--- config.mk ---
export PLATFORM = sky130hd
export DESIGN_NAME = sorted_deadline_timer_queue
export DESIGN_NICKNAME = d
export VERILOG_FILES = /design/src/rtl/sdtq_pkg.sv /design/src/rtl/sdtq_cell.sv /design/src/rtl/sorted_deadline_timer_queue.sv
export SDC_FILE = /design/constraint.sdc
export NUM_CORES = 2
export LEC_CHECK = 0
export BUFFER_PORTS_ARGS = -buffer_cell sky130_fd_sc_hd__clkbuf_2
export CAP_MARGIN = 20
export CORE_UTILIZATION = 64
export DETAILED_ROUTE_END_ITERATION = 6
export MAX_ROUTING_LAYER = met4
export PLACE_DENSITY = 0.81
export SKIP_CTS_REPAIR_TIMING = 1
export SLEW_MARGIN = 15
export SYNTH_ARGS = -nofsm -noshare
export SYNTH_HDL_FRONTEND = slang
export SYNTH_SLANG_ARGS = --single-unit
--- constraint.sdc ---
create_clock -name clk -period 11.1 [get_ports clk]
set_input_delay 1.11 -clock clk [delete_from_list [all_inputs] [get_ports clk]]
set_output_delay 1.11 -clock clk [all_outputs]
set_load 0.02 [all_outputs]
--- src/rtl/sdtq_pkg.sv ---
package sdtq_pkg;

	// op codes
	localparam logic [1:0] OP_SET    = 2'd0;
	localparam logic [1:0] OP_CANCEL = 2'd1;
	localparam logic [1:0] OP_EXPIRE = 2'd2;

	// status codes
	localparam logic [2:0] ST_OK       = 3'd0;
	localparam logic [2:0] ST_INVALID  = 3'd1;
	localparam logic [2:0] ST_FULL     = 3'd2;
	localparam logic [2:0] ST_FIRED    = 3'd3;
	localparam logic [2:0] ST_NONE_DUE = 3'd4;

	// field widths
	localparam int TIME_W = 48;
	localparam int DL_W   = 49;
	localparam int WAIT_W = 32;
	localparam int ID_W   = 8;
	localparam int ARG_W  = 32;
	localparam int CNT_W  = 5;

	// most alarms fired per expire word, and its counter width
	localparam int MAX_FIRE = 16;
	localparam int FIRE_W   = $clog2(MAX_FIRE + 1);

	// largest reported cancel count
	localparam logic [CNT_W-1:0] CNT_SAT = 5'd31;

	// one timer slot
	typedef struct packed {
		logic             valid;
		logic [DL_W-1:0]  deadline;
		logic [ID_W-1:0]  handler;
		logic [ARG_W-1:0] arg;
	} slot_t;

	// search key broadcast to every cell
	typedef struct packed {
		logic [DL_W-1:0]  dl;
		logic [ID_W-1:0]  hid;
		logic [ARG_W-1:0] harg;
		logic             any;
	} key_t;

	// per-cycle command to the chain
	typedef struct packed {
		logic ins;
		logic cxl;
		logic pop;
	} cell_ctl_t;

endpackage

--- src/rtl/sdtq_cell.sv ---
module sdtq_cell (
	input  logic              clk,
	input  logic              arst_n,
	input  sdtq_pkg::cell_ctl_t ctl,
	input  sdtq_pkg::key_t    key,
	input  sdtq_pkg::slot_t   lft,
	input  sdtq_pkg::slot_t   rgt,
	input  logic              lft_gt,
	input  logic              lft_open,
	input  logic              seen_in,
	output sdtq_pkg::slot_t   cur,
	output logic              gt,
	output logic              seen_out
);
	import sdtq_pkg::*;

	logic             valid_q;
	logic [DL_W-1:0]  deadline_q;
	logic [ID_W-1:0]  handler_q;
	logic [ARG_W-1:0] arg_q;
	logic             match;
	logic             take_l;
	logic             take_n;
	logic             take_r;
	slot_t            new_slot;
	slot_t            nxt;

	assign cur = '{valid: valid_q, deadline: deadline_q, handler: handler_q, arg: arg_q};

	// local compares against the broadcast key
	assign gt       = valid_q && (deadline_q > key.dl);
	assign match    = valid_q && (handler_q == key.hid) && (key.any || (arg_q == key.harg));
	assign seen_out = seen_in | match;

	// insert: later entries move right, the new one lands at the first later or empty slot
	assign take_l = ctl.ins && lft_gt;
	assign take_n = ctl.ins && !lft_gt && lft_open && (gt || !valid_q);
	// remove: everything from the first match (or the head) moves left
	assign take_r = ctl.pop || (ctl.cxl && seen_out);

	assign new_slot = '{valid: 1'b1, deadline: key.dl, handler: key.hid, arg: key.harg};

	always_comb begin
		if (take_l) begin
			nxt = lft;
		end else if (take_n) begin
			nxt = new_slot;
		end else if (take_r) begin
			nxt = rgt;
		end else begin
			nxt = cur;
		end
	end

	// occupancy bit
	always_ff @(posedge clk or negedge arst_n) begin
		if (!arst_n) begin
			valid_q <= 1'b0;
		end else begin
			valid_q <= nxt.valid;
		end
	end

	// slot contents
	always_ff @(posedge clk) begin
		deadline_q <= nxt.deadline;
		handler_q  <= nxt.handler;
		arg_q      <= nxt.arg;
	end

endmodule

--- src/rtl/sorted_deadline_timer_queue.sv ---
// a set or an expire that fires nothing goes through the execute and emit states, and its word
// is loaded into the output registers; a cancel stays in execute, removing one match per pass.
// an expire puts out one fired alarm per pass through execute and emit.
// a new input word is taken only in idle, after the last word of the previous one is loaded.
// reset clears every slot's valid bit and the control; slot contents are not reset.
module sorted_deadline_timer_queue #(
	parameter int DEPTH = 16
) (
	input  logic        clk,
	input  logic        arst_n,
	input  logic        in_valid,
	output logic        in_stall,
	input  logic [1:0]  op,
	input  logic [47:0] now_us,
	input  logic [31:0] delay_us,
	input  logic [7:0]  handler_id,
	input  logic [31:0] handler_arg,
	input  logic        any_arg,
	output logic        out_valid,
	input  logic        out_stall,
	output logic [2:0]  status,
	output logic [7:0]  fired_id,
	output logic [31:0] fired_arg,
	output logic [4:0]  cancel_count,
	output logic        pending,
	output logic [31:0] next_wait_us,
	output logic        last
);
	import sdtq_pkg::*;

	localparam int CW = $clog2(DEPTH + 1);

	typedef enum logic [2:0] {
		S_IDLE = 3'b001,
		S_EXEC = 3'b010,
		S_EMIT = 3'b100
	} state_t;

	state_t            state_q, state_d;
	logic              accept;
	logic [1:0]        op_q;
	logic [TIME_W-1:0] now_q;
	logic [DL_W-1:0]   dl_q;
	logic              dzero_q;
	logic [ID_W-1:0]   hid_q;
	logic [ARG_W-1:0]  harg_q;
	logic              any_q;
	logic [2:0]        res_q, res_d;
	logic [ID_W-1:0]   fid_q, fid_d;
	logic [ARG_W-1:0]  farg_q, farg_d;
	logic [CW-1:0]     cnt_q, cnt_d;
	logic [FIRE_W-1:0] k_q, k_d;
	cell_ctl_t         ctl;
	key_t              key;
	slot_t             cells_w [DEPTH];
	slot_t             lft_w   [DEPTH];
	slot_t             rgt_w   [DEPTH];
	logic [DEPTH:0]    gt_c;
	logic [DEPTH-1:0]  open_c;
	logic [DEPTH:0]    seen_c;
	slot_t             head;
	logic              full;
	logic              any_match;
	logic              head_due;
	logic              head_late;
	logic [DL_W-1:0]   diff;
	logic [WAIT_W-1:0] wait_w;
	logic [31:0]       cnt_w;
	logic [CNT_W-1:0]  cnt_sat;
	logic              emit_last;
	logic              out_load;

	assign accept   = in_valid && (state_q == S_IDLE);
	assign in_stall = (state_q != S_IDLE);

	assign key = '{dl: dl_q, hid: hid_q, harg: harg_q, any: any_q};

	// cell chain
	assign gt_c[0]   = 1'b0;
	assign open_c[0] = 1'b1;
	assign seen_c[0] = 1'b0;

	for (genvar i = 0; i < DEPTH; i++) begin : g_cell
		if (i == 0) begin : g_first
			assign lft_w[i] = '0;
		end else begin : g_mid
			assign lft_w[i]  = cells_w[i-1];
			assign open_c[i] = cells_w[i-1].valid;
		end
		if (i == DEPTH - 1) begin : g_last
			assign rgt_w[i] = '0;
		end else begin : g_inner
			assign rgt_w[i] = cells_w[i+1];
		end

		sdtq_cell u_cell (
			.clk      (clk),
			.arst_n   (arst_n),
			.ctl      (ctl),
			.key      (key),
			.lft      (lft_w[i]),
			.rgt      (rgt_w[i]),
			.lft_gt   (gt_c[i]),
			.lft_open (open_c[i]),
			.seen_in  (seen_c[i]),
			.cur      (cells_w[i]),
			.gt       (gt_c[i+1]),
			.seen_out (seen_c[i+1])
		);
	end

	assign head      = cells_w[0];
	assign full      = cells_w[DEPTH-1].valid;
	assign any_match = seen_c[DEPTH];

	// head status against the item's time
	assign head_late = head.deadline > {1'b0, now_q};
	assign head_due  = head.valid && !head_late;
	assign diff      = head.deadline - {1'b0, now_q};

	always_comb begin
		if (!head.valid || !head_late) begin
			wait_w = '0;
		end else if (|diff[DL_W-1:WAIT_W]) begin
			wait_w = '1;
		end else begin
			wait_w = diff[WAIT_W-1:0];
		end
	end

	// saturated cancel count
	assign cnt_w   = 32'(cnt_q);
	assign cnt_sat = (cnt_w > 32'(CNT_SAT)) ? CNT_SAT : cnt_w[CNT_W-1:0];

	assign emit_last = (res_q != ST_FIRED) || (k_q == FIRE_W'(MAX_FIRE)) || !head_due;
	assign out_load  = (state_q == S_EMIT) && (!out_valid || !out_stall);

	// sequencer
	always_comb begin
		state_d = state_q;
		ctl     = '0;
		res_d   = res_q;
		fid_d   = fid_q;
		farg_d  = farg_q;
		cnt_d   = cnt_q;
		k_d     = k_q;
		case (state_q)
			S_IDLE: begin
				if (in_valid) begin
					state_d = S_EXEC;
					cnt_d   = '0;
					k_d     = '0;
				end
			end
			S_EXEC: begin
				case (op_q)
					OP_SET: begin
						state_d = S_EMIT;
						if (dzero_q || (hid_q == '0)) begin
							res_d = ST_INVALID;
						end else if (full) begin
							res_d = ST_FULL;
						end else begin
							ctl.ins = 1'b1;
							res_d   = ST_OK;
						end
					end
					OP_CANCEL: begin
						if (hid_q == '0) begin
							res_d   = ST_INVALID;
							state_d = S_EMIT;
						end else if (any_match) begin
							ctl.cxl = 1'b1;
							cnt_d   = cnt_q + CW'(1);
						end else begin
							res_d   = ST_OK;
							state_d = S_EMIT;
						end
					end
					OP_EXPIRE: begin
						state_d = S_EMIT;
						if (head_due) begin
							ctl.pop = 1'b1;
							res_d   = ST_FIRED;
							fid_d   = head.handler;
							farg_d  = head.arg;
							k_d     = k_q + FIRE_W'(1);
						end else begin
							res_d = ST_NONE_DUE;
						end
					end
					default: begin
						res_d   = ST_INVALID;
						state_d = S_EMIT;
					end
				endcase
			end
			S_EMIT: begin
				if (out_load) begin
					state_d = emit_last ? S_IDLE : S_EXEC;
				end
			end
			default: begin
				state_d = S_IDLE;
			end
		endcase
	end

	// control registers
	always_ff @(posedge clk or negedge arst_n) begin
		if (!arst_n) begin
			state_q   <= S_IDLE;
			cnt_q     <= '0;
			k_q       <= '0;
			out_valid <= 1'b0;
		end else begin
			state_q <= state_d;
			cnt_q   <= cnt_d;
			k_q     <= k_d;
			if (out_load) begin
				out_valid <= 1'b1;
			end else if (!out_stall) begin
				out_valid <= 1'b0;
			end
		end
	end

	// item and result payload
	always_ff @(posedge clk) begin
		res_q  <= res_d;
		fid_q  <= fid_d;
		farg_q <= farg_d;
		if (accept) begin
			op_q    <= op;
			now_q   <= now_us;
			dl_q    <= {1'b0, now_us} + DL_W'(delay_us);
			dzero_q <= (delay_us == '0);
			hid_q   <= handler_id;
			harg_q  <= handler_arg;
			any_q   <= any_arg;
		end
		if (out_load) begin
			status       <= res_q;
			fired_id     <= (res_q == ST_FIRED) ? fid_q : '0;
			fired_arg    <= (res_q == ST_FIRED) ? farg_q : '0;
			cancel_count <= cnt_sat;
			pending      <= head.valid;
			next_wait_us <= wait_w;
			last         <= emit_last;
		end
	end

endmodule

# After elaboration in Yosys (flattened, before gate mapping)
# Index checks and enable logic that the tools add are counted.
# totals
reg_bits	1720
in_bits	127
out_inout_bits	84
wordCells	495
# classes
add_sub_neg	4
magnitude_cmp	18
eq_ne	51
mux	80
bitwise	15
reduce_logical	242
# ops
op	count
$mux W90	47
$gt A49 B49 Y1	16
$eq A32 B32 Y1	16
$eq A8 B8 Y1	16
$logic_and A1 B1 Y1	128
$logic_or A1 B1 Y1	53
$add A48 B32 Y49	1
$gt A49 B48 Y1	1
$sub A49 B48 Y49	1
$reduce_bool A3 Y1	15
$logic_not A1 Y1	35
$logic_not A32 Y1	1
$mux W32	1
$mux W5	6
$mux W3	9
$pmux W5 S2	2
$pmux W3 S3	2
$reduce_or A17 Y1	1
$or A1 B1 Y1	15
$add A5 B1 Y5 const B	2
$mux W1	10
$ne A2 B2 Y1 const B	5
$logic_not A8 Y1	1
$eq A3 B2 Y1 const B	2
other kinds (18)	24

# Logic depth before layout (Yosys ltp)
# depth
depth_word	27
mapped_depth	17

# By module
# Synthesis repeated with hierarchy kept, for this count alone.
# unflattened
hier_cells	11848
area_unflattened_um2	125354.0
# modules_own_cells
mod	n_inst	cells_per_inst	area_each_um2	seq_area_each_um2
sdtq_cell at g_cell[0].u_cell ...	13	665	7020.5	2697.6
sorted_deadline_timer_queue	1	1318	15038.2	8339.2
sdtq_cell at g_cell[8].u_cell ...	2	625	6316.1	2697.6
sdtq_cell at g_cell[13].u_cell	1	635	6417.4	2697.6

# Worst setup path after synthesis
# No wires, ideal clock.
# synth_path
kind	reg-to-reg
startpoint	reg dl_q[20]
endpoint	reg g_cell[5].u_cell.arg_q[0], enable pin
setup_time_ns	0.659
arrival_time_ns	8.621
required_ns	10.441
setup_slack_ns	1.819
path_stages_with_launch	13
synth_period_minus_slack_ns	9.281
cell_sequence	edfxtp_1 > clkbuf_1 > inv_1 > ha_1 > nand3_1 > or3_1 > nor4_1 > o221ai_1 > a31oi_1 > o31ai_1 > nand2_1 > nor3_1 > o21ai_0
# synth_between
elab_chain_len	7
elab_cells_between_ends	11
cone_classes	2 x order compare; 9 x reduce/logical
# synth_rtl
element	line	text
from (decl)	sorted_deadline_timer_queue.sv:43	logic [DL_W-1:0] dl_q;
from (signal assigned)	sorted_deadline_timer_queue.sv:236	dl_q <= {1'b0, now_us} + DL_W'(delay_us);
$gt A49 B49 Y1	sdtq_cell.sv:31	assign gt = valid_q && (deadline_q > key.dl);
$logic_and A1 B1 Y1	sdtq_cell.sv:31	
$logic_not A1 Y1	sdtq_cell.sv:37	assign take_n = ctl.ins && !lft_gt && lft_open && (gt || !valid_q);
$logic_and A1 B1 Y1 (3 in series)	sdtq_cell.sv:37	
$reduce_bool A3 Y1 (no source line) (*)	-	
to (signal assigned)	sdtq_cell.sv:68	arg_q <= nxt.arg;
to (decl)	sdtq_cell.sv:20	logic [ARG_W-1:0] arg_q;
# Every way passes the cells marked *; elsewhere a longest branch is shown, timed or not.
# A chain may end at the register's enable or synchronous reset.

# Worst setup path in the final report
# layout_path
startpoint	reg dl_q[39]
endpoint	reg g_cell[8].u_cell.deadline_q[11], enable pin
# layout_between
elab_chain_len	7
elab_cells_between_ends	11
cone_classes	2 x order compare; 9 x reduce/logical
# layout_rtl
element	line	text
$gt A49 B49 Y1	sdtq_cell.sv:31	
$logic_and A1 B1 Y1	sdtq_cell.sv:31	
$logic_not A1 Y1	sdtq_cell.sv:37	
$logic_and A1 B1 Y1 (3 in series)	sdtq_cell.sv:37	
$reduce_bool A3 Y1 (no source line) (*)	-	
to (signal assigned)	sdtq_cell.sv:66	deadline_q <= nxt.deadline;
to (decl)	sdtq_cell.sv:18	logic [DL_W-1:0] deadline_q;
# Marked as above.

==> results.ini <==
[die]
std_cell_rows = 152
die_area_sq_um = 174000
ios = 211
dieHeight_um = 417
coreArea_sq_um = 171000
start_util_pct = 64.4
die_w_um = 417

[routing]
routed_wl_um = 377000
ant_nets = 0
vias_per_cell = 7.06
drc = 69
drt_iter0_markers = 13900
firstDrtPassIters = 7
vias = 89500
wire_per_inst_um = 29.8

[global_routing]
antenna_found_initial = 15
grt_max_degree = 180
met1_usage_pct = 60.9
grt_util_met2_pct = 60.2
grt_busiest_layer = met1
grt.total_usage_pct = 43.6
globalRoute.totalOverflow = 0
grt_pass1_vias = 85200
grt_pass1_wl_um = 556000
grt_use_met3_pct = 11.3

[worst_setup_path]
start_kind = flip-flop
critical_path_required_ns = 11.58
endpoint_kind = flip-flop
crit_chain = inv_1 -> ha_1 -> nand4_1 -> nor4_1 -> nand2_1 -> nor2_1 -> o311ai_1 -> buf_2 -> a31oi_1 -> and3_4 -> nor2_1 -> nand3_4 -> buf_4
crit_fanout = 83
path_common_cell = nor2_1
path_class = flip-flop to flip-flop
cp_slowest_stage_delay_ns = 0.98
crit_slowest_cell = nor4_1
cp_top_family = simple AND/OR/NAND/NOR gates
arrival_ns = 8.58
worst-path-buf-inv = 3

[sta]
fin_skew_ns = 0.0434
rsz0062_at_grt = false
max_freq_ghz = 0.124
hold_violations = 0
final.setup.worst_slack_ns = 3.01
fin_crit_ns = 8.09
tightest_slew_ns = 1.45
setup_viol = 0
finalSetupTns_ns = 0
final_max_slew_viol_count = 0
fin_crit_sh_pct = 72.9
slew_headroom_pct = 2.45

[synthesis]
synthTopCellsByArea = edfxtp_1 46%, ha_1 9.3%, mux2i_1 8.6%
synth_common_cells = 1690 x edfxtp_1, 1234 x nand2_1, 945 x mux2i_1, 874 x o21ai_0, 819 x ha_1
ys_types = 97
synthFlopType = edfxtp_1
synth_top_area_share_pct = 46.0
ys_seq_area_share_pct = 46.7
syn_nets = 11300
ys_async_sr_fraction_pct = 1.74
synth_edf_count = 1690
syn_area_per_cell_sq_um = 10.6
yosysWarnings = 0
yosysTopAreaCell = edfxtp_1
netlist_area_sq_um = 110000
yosys_register_bits = 1720
synth_most_common_cell = edfxtp_1
syn_inst = 10400

[clocking]
numCtsBuffers = 187
cts_tree = done
cts_root_buffer = clkbuf_16
clk_latency_ns = 0.89
cts.sinks = 1720
clockBufferDepth = 3
h-tree-depth = 4
clk_pin_slew_ns = 0.06

[cells_and_area]
fillers = 12500
drive_gt1_share_pct = 8.56
final_nets = 11100
final_area_sq_um = 119000
area_growth_syn_to_layout_pct = 7.62

[power_and_ir_drop]
power.leakage_nw = 44.8
ir_drop_mv = 0.167
power.total_mw = 18.5
power-per-cell-area_nw_per_um2 = 156

[placed_design]
place_hpwl_um = 265000
place_area_sq_um = 113000
portBuffers = 210
dp_slack_ns = 3.27
routabilityCongestion = 1.03

[worst_hold_path]
hold_path.class = input pin to async pin

[outcome]
failed_checks = design-rule violations
status = finished, violations left

[flow_run]
cap_violations = 0

-- power breakdown --
part	switching [mW]	internal (mW)	leakage, nW
Combinational	3.04	1.56	26.3
Clock	2.82	3.38	2.90
Sequential	0.367	7.38	15.6
-- cells in the final DEF, fill, tap and decap left out, drive strengths merged, types with 42 or more instances in the layout --
cell type and n:
nor3 54, or4 62, edfxtp 1690, inv 276
ha 819, o211ai 125, clkinv 92, mux2i 945
xnor2 518, clkbuf 446, xor2 205, a222oi 87
mux2 90, nand3 145, o21ai 970, nand4 268
nor4 107, o22ai 100, nor2 379, o21a 42
a21oi 548, nand2 1236, buf 188, and2 139
nor2b 53, a221o 91, a21o 223, or3 57
-- through the flow --
stage / std cells / hold WS [ns] / utilization (%)
5_1_grt: 12700 / 0.381 / 69.3
3_5_place_dp: 12300 / 0.444 / 65.8
2_1_floorplan: 10400 / 0.426 / -
6_report: 12700 / 0.365 / 69.3
4_1_cts: 12600 / 0.338 / 69.2
3_3_place_gp: 12300 / 0.438 / 65.7
-- area by class of cell --
| cell class | count | area [sq um] | share of cell area [%] |
|---|---|---|---|
| antenna | 17 | 42.5 | 0.0358 |
| clock buffer | 236 | 4940 | 4.16 |
| clock inverter | 107 | 961 | 0.809 |
| inverter | 274 | 1040 | 0.873 |
| multi-input combinational | 7603 | 54800 | 46.1 |
| sequential | 1720 | 51500 | 43.4 |
| tap | 2310 | 2890 | 2.43 |
| timing repair buffer | 399 | 2580 | 2.17 |
-- state kept, by name, indices dropped and copies added (netlist names), 2 cells and up --
register,flops
g_cell.u_cell.arg_q,512
harg_q,32
farg_q,32
now_q,48
status,3
res_q,3
g_cell.u_cell.valid_q,16
g_cell.u_cell.deadline_q,784
state_q,3
k_q,5
fid_q,8
next_wait_us,32
fired_id,8
cancel_count,5
cnt_q,5
g_cell.u_cell.handler_q,128
fired_arg,32
op_q,2
hid_q,8
dl_q,49
-- final timing paths --
check	start	end	slack, ns	cells past startpoint
min in group clk	handler_arg[12]	harg_q[12]$_DFFE_PP_	0.40	1
max in group asynchronous	arst_n	k_q[3]$_DFFE_PN0P_	10.20	2
worst max-delay path	dl_q[39]$_DFFE_PP_	g_cell[8].u_cell.deadline_q[11]$_DFFE_PP_	3.01	13
worst max register to register	dl_q[39]$_DFFE_PP_	g_cell[8].u_cell.deadline_q[11]$_DFFE_PP_	3.01	13
worst min-delay path	arst_n	cnt_q[4]$_DFFE_PN0P_	0.36	2
worst min register to register	res_q[0]$_DFFE_PP_	status[0]$_DFFE_PP_	0.46	0
-- layer usage --
layer  share of wire [%]  vias up  wire [um]
met4                 4.6        0      17300
met1                  39    43200     149000
li1                    -    38300          -
met3                  14     1042      53800
met5                   0        -          0
met2                  42     6946     158000
-- cells by family (layout without fill, tap and decap cells) --
family	count (synthesis)	in the layout	synth area share [%]
compound gates	2408	2408	13.5
xor+xnor	723	723	5.74
fa+ha+maj	821	821	9.32
buf+inv	1056	1016	4.09
flops	1720	1720	46.7
mux	1035	1035	9.49
other cells	0	17	0
simple gates	2616	2616	11.2
No activity file was read; power rests on OpenSTA's default activity.
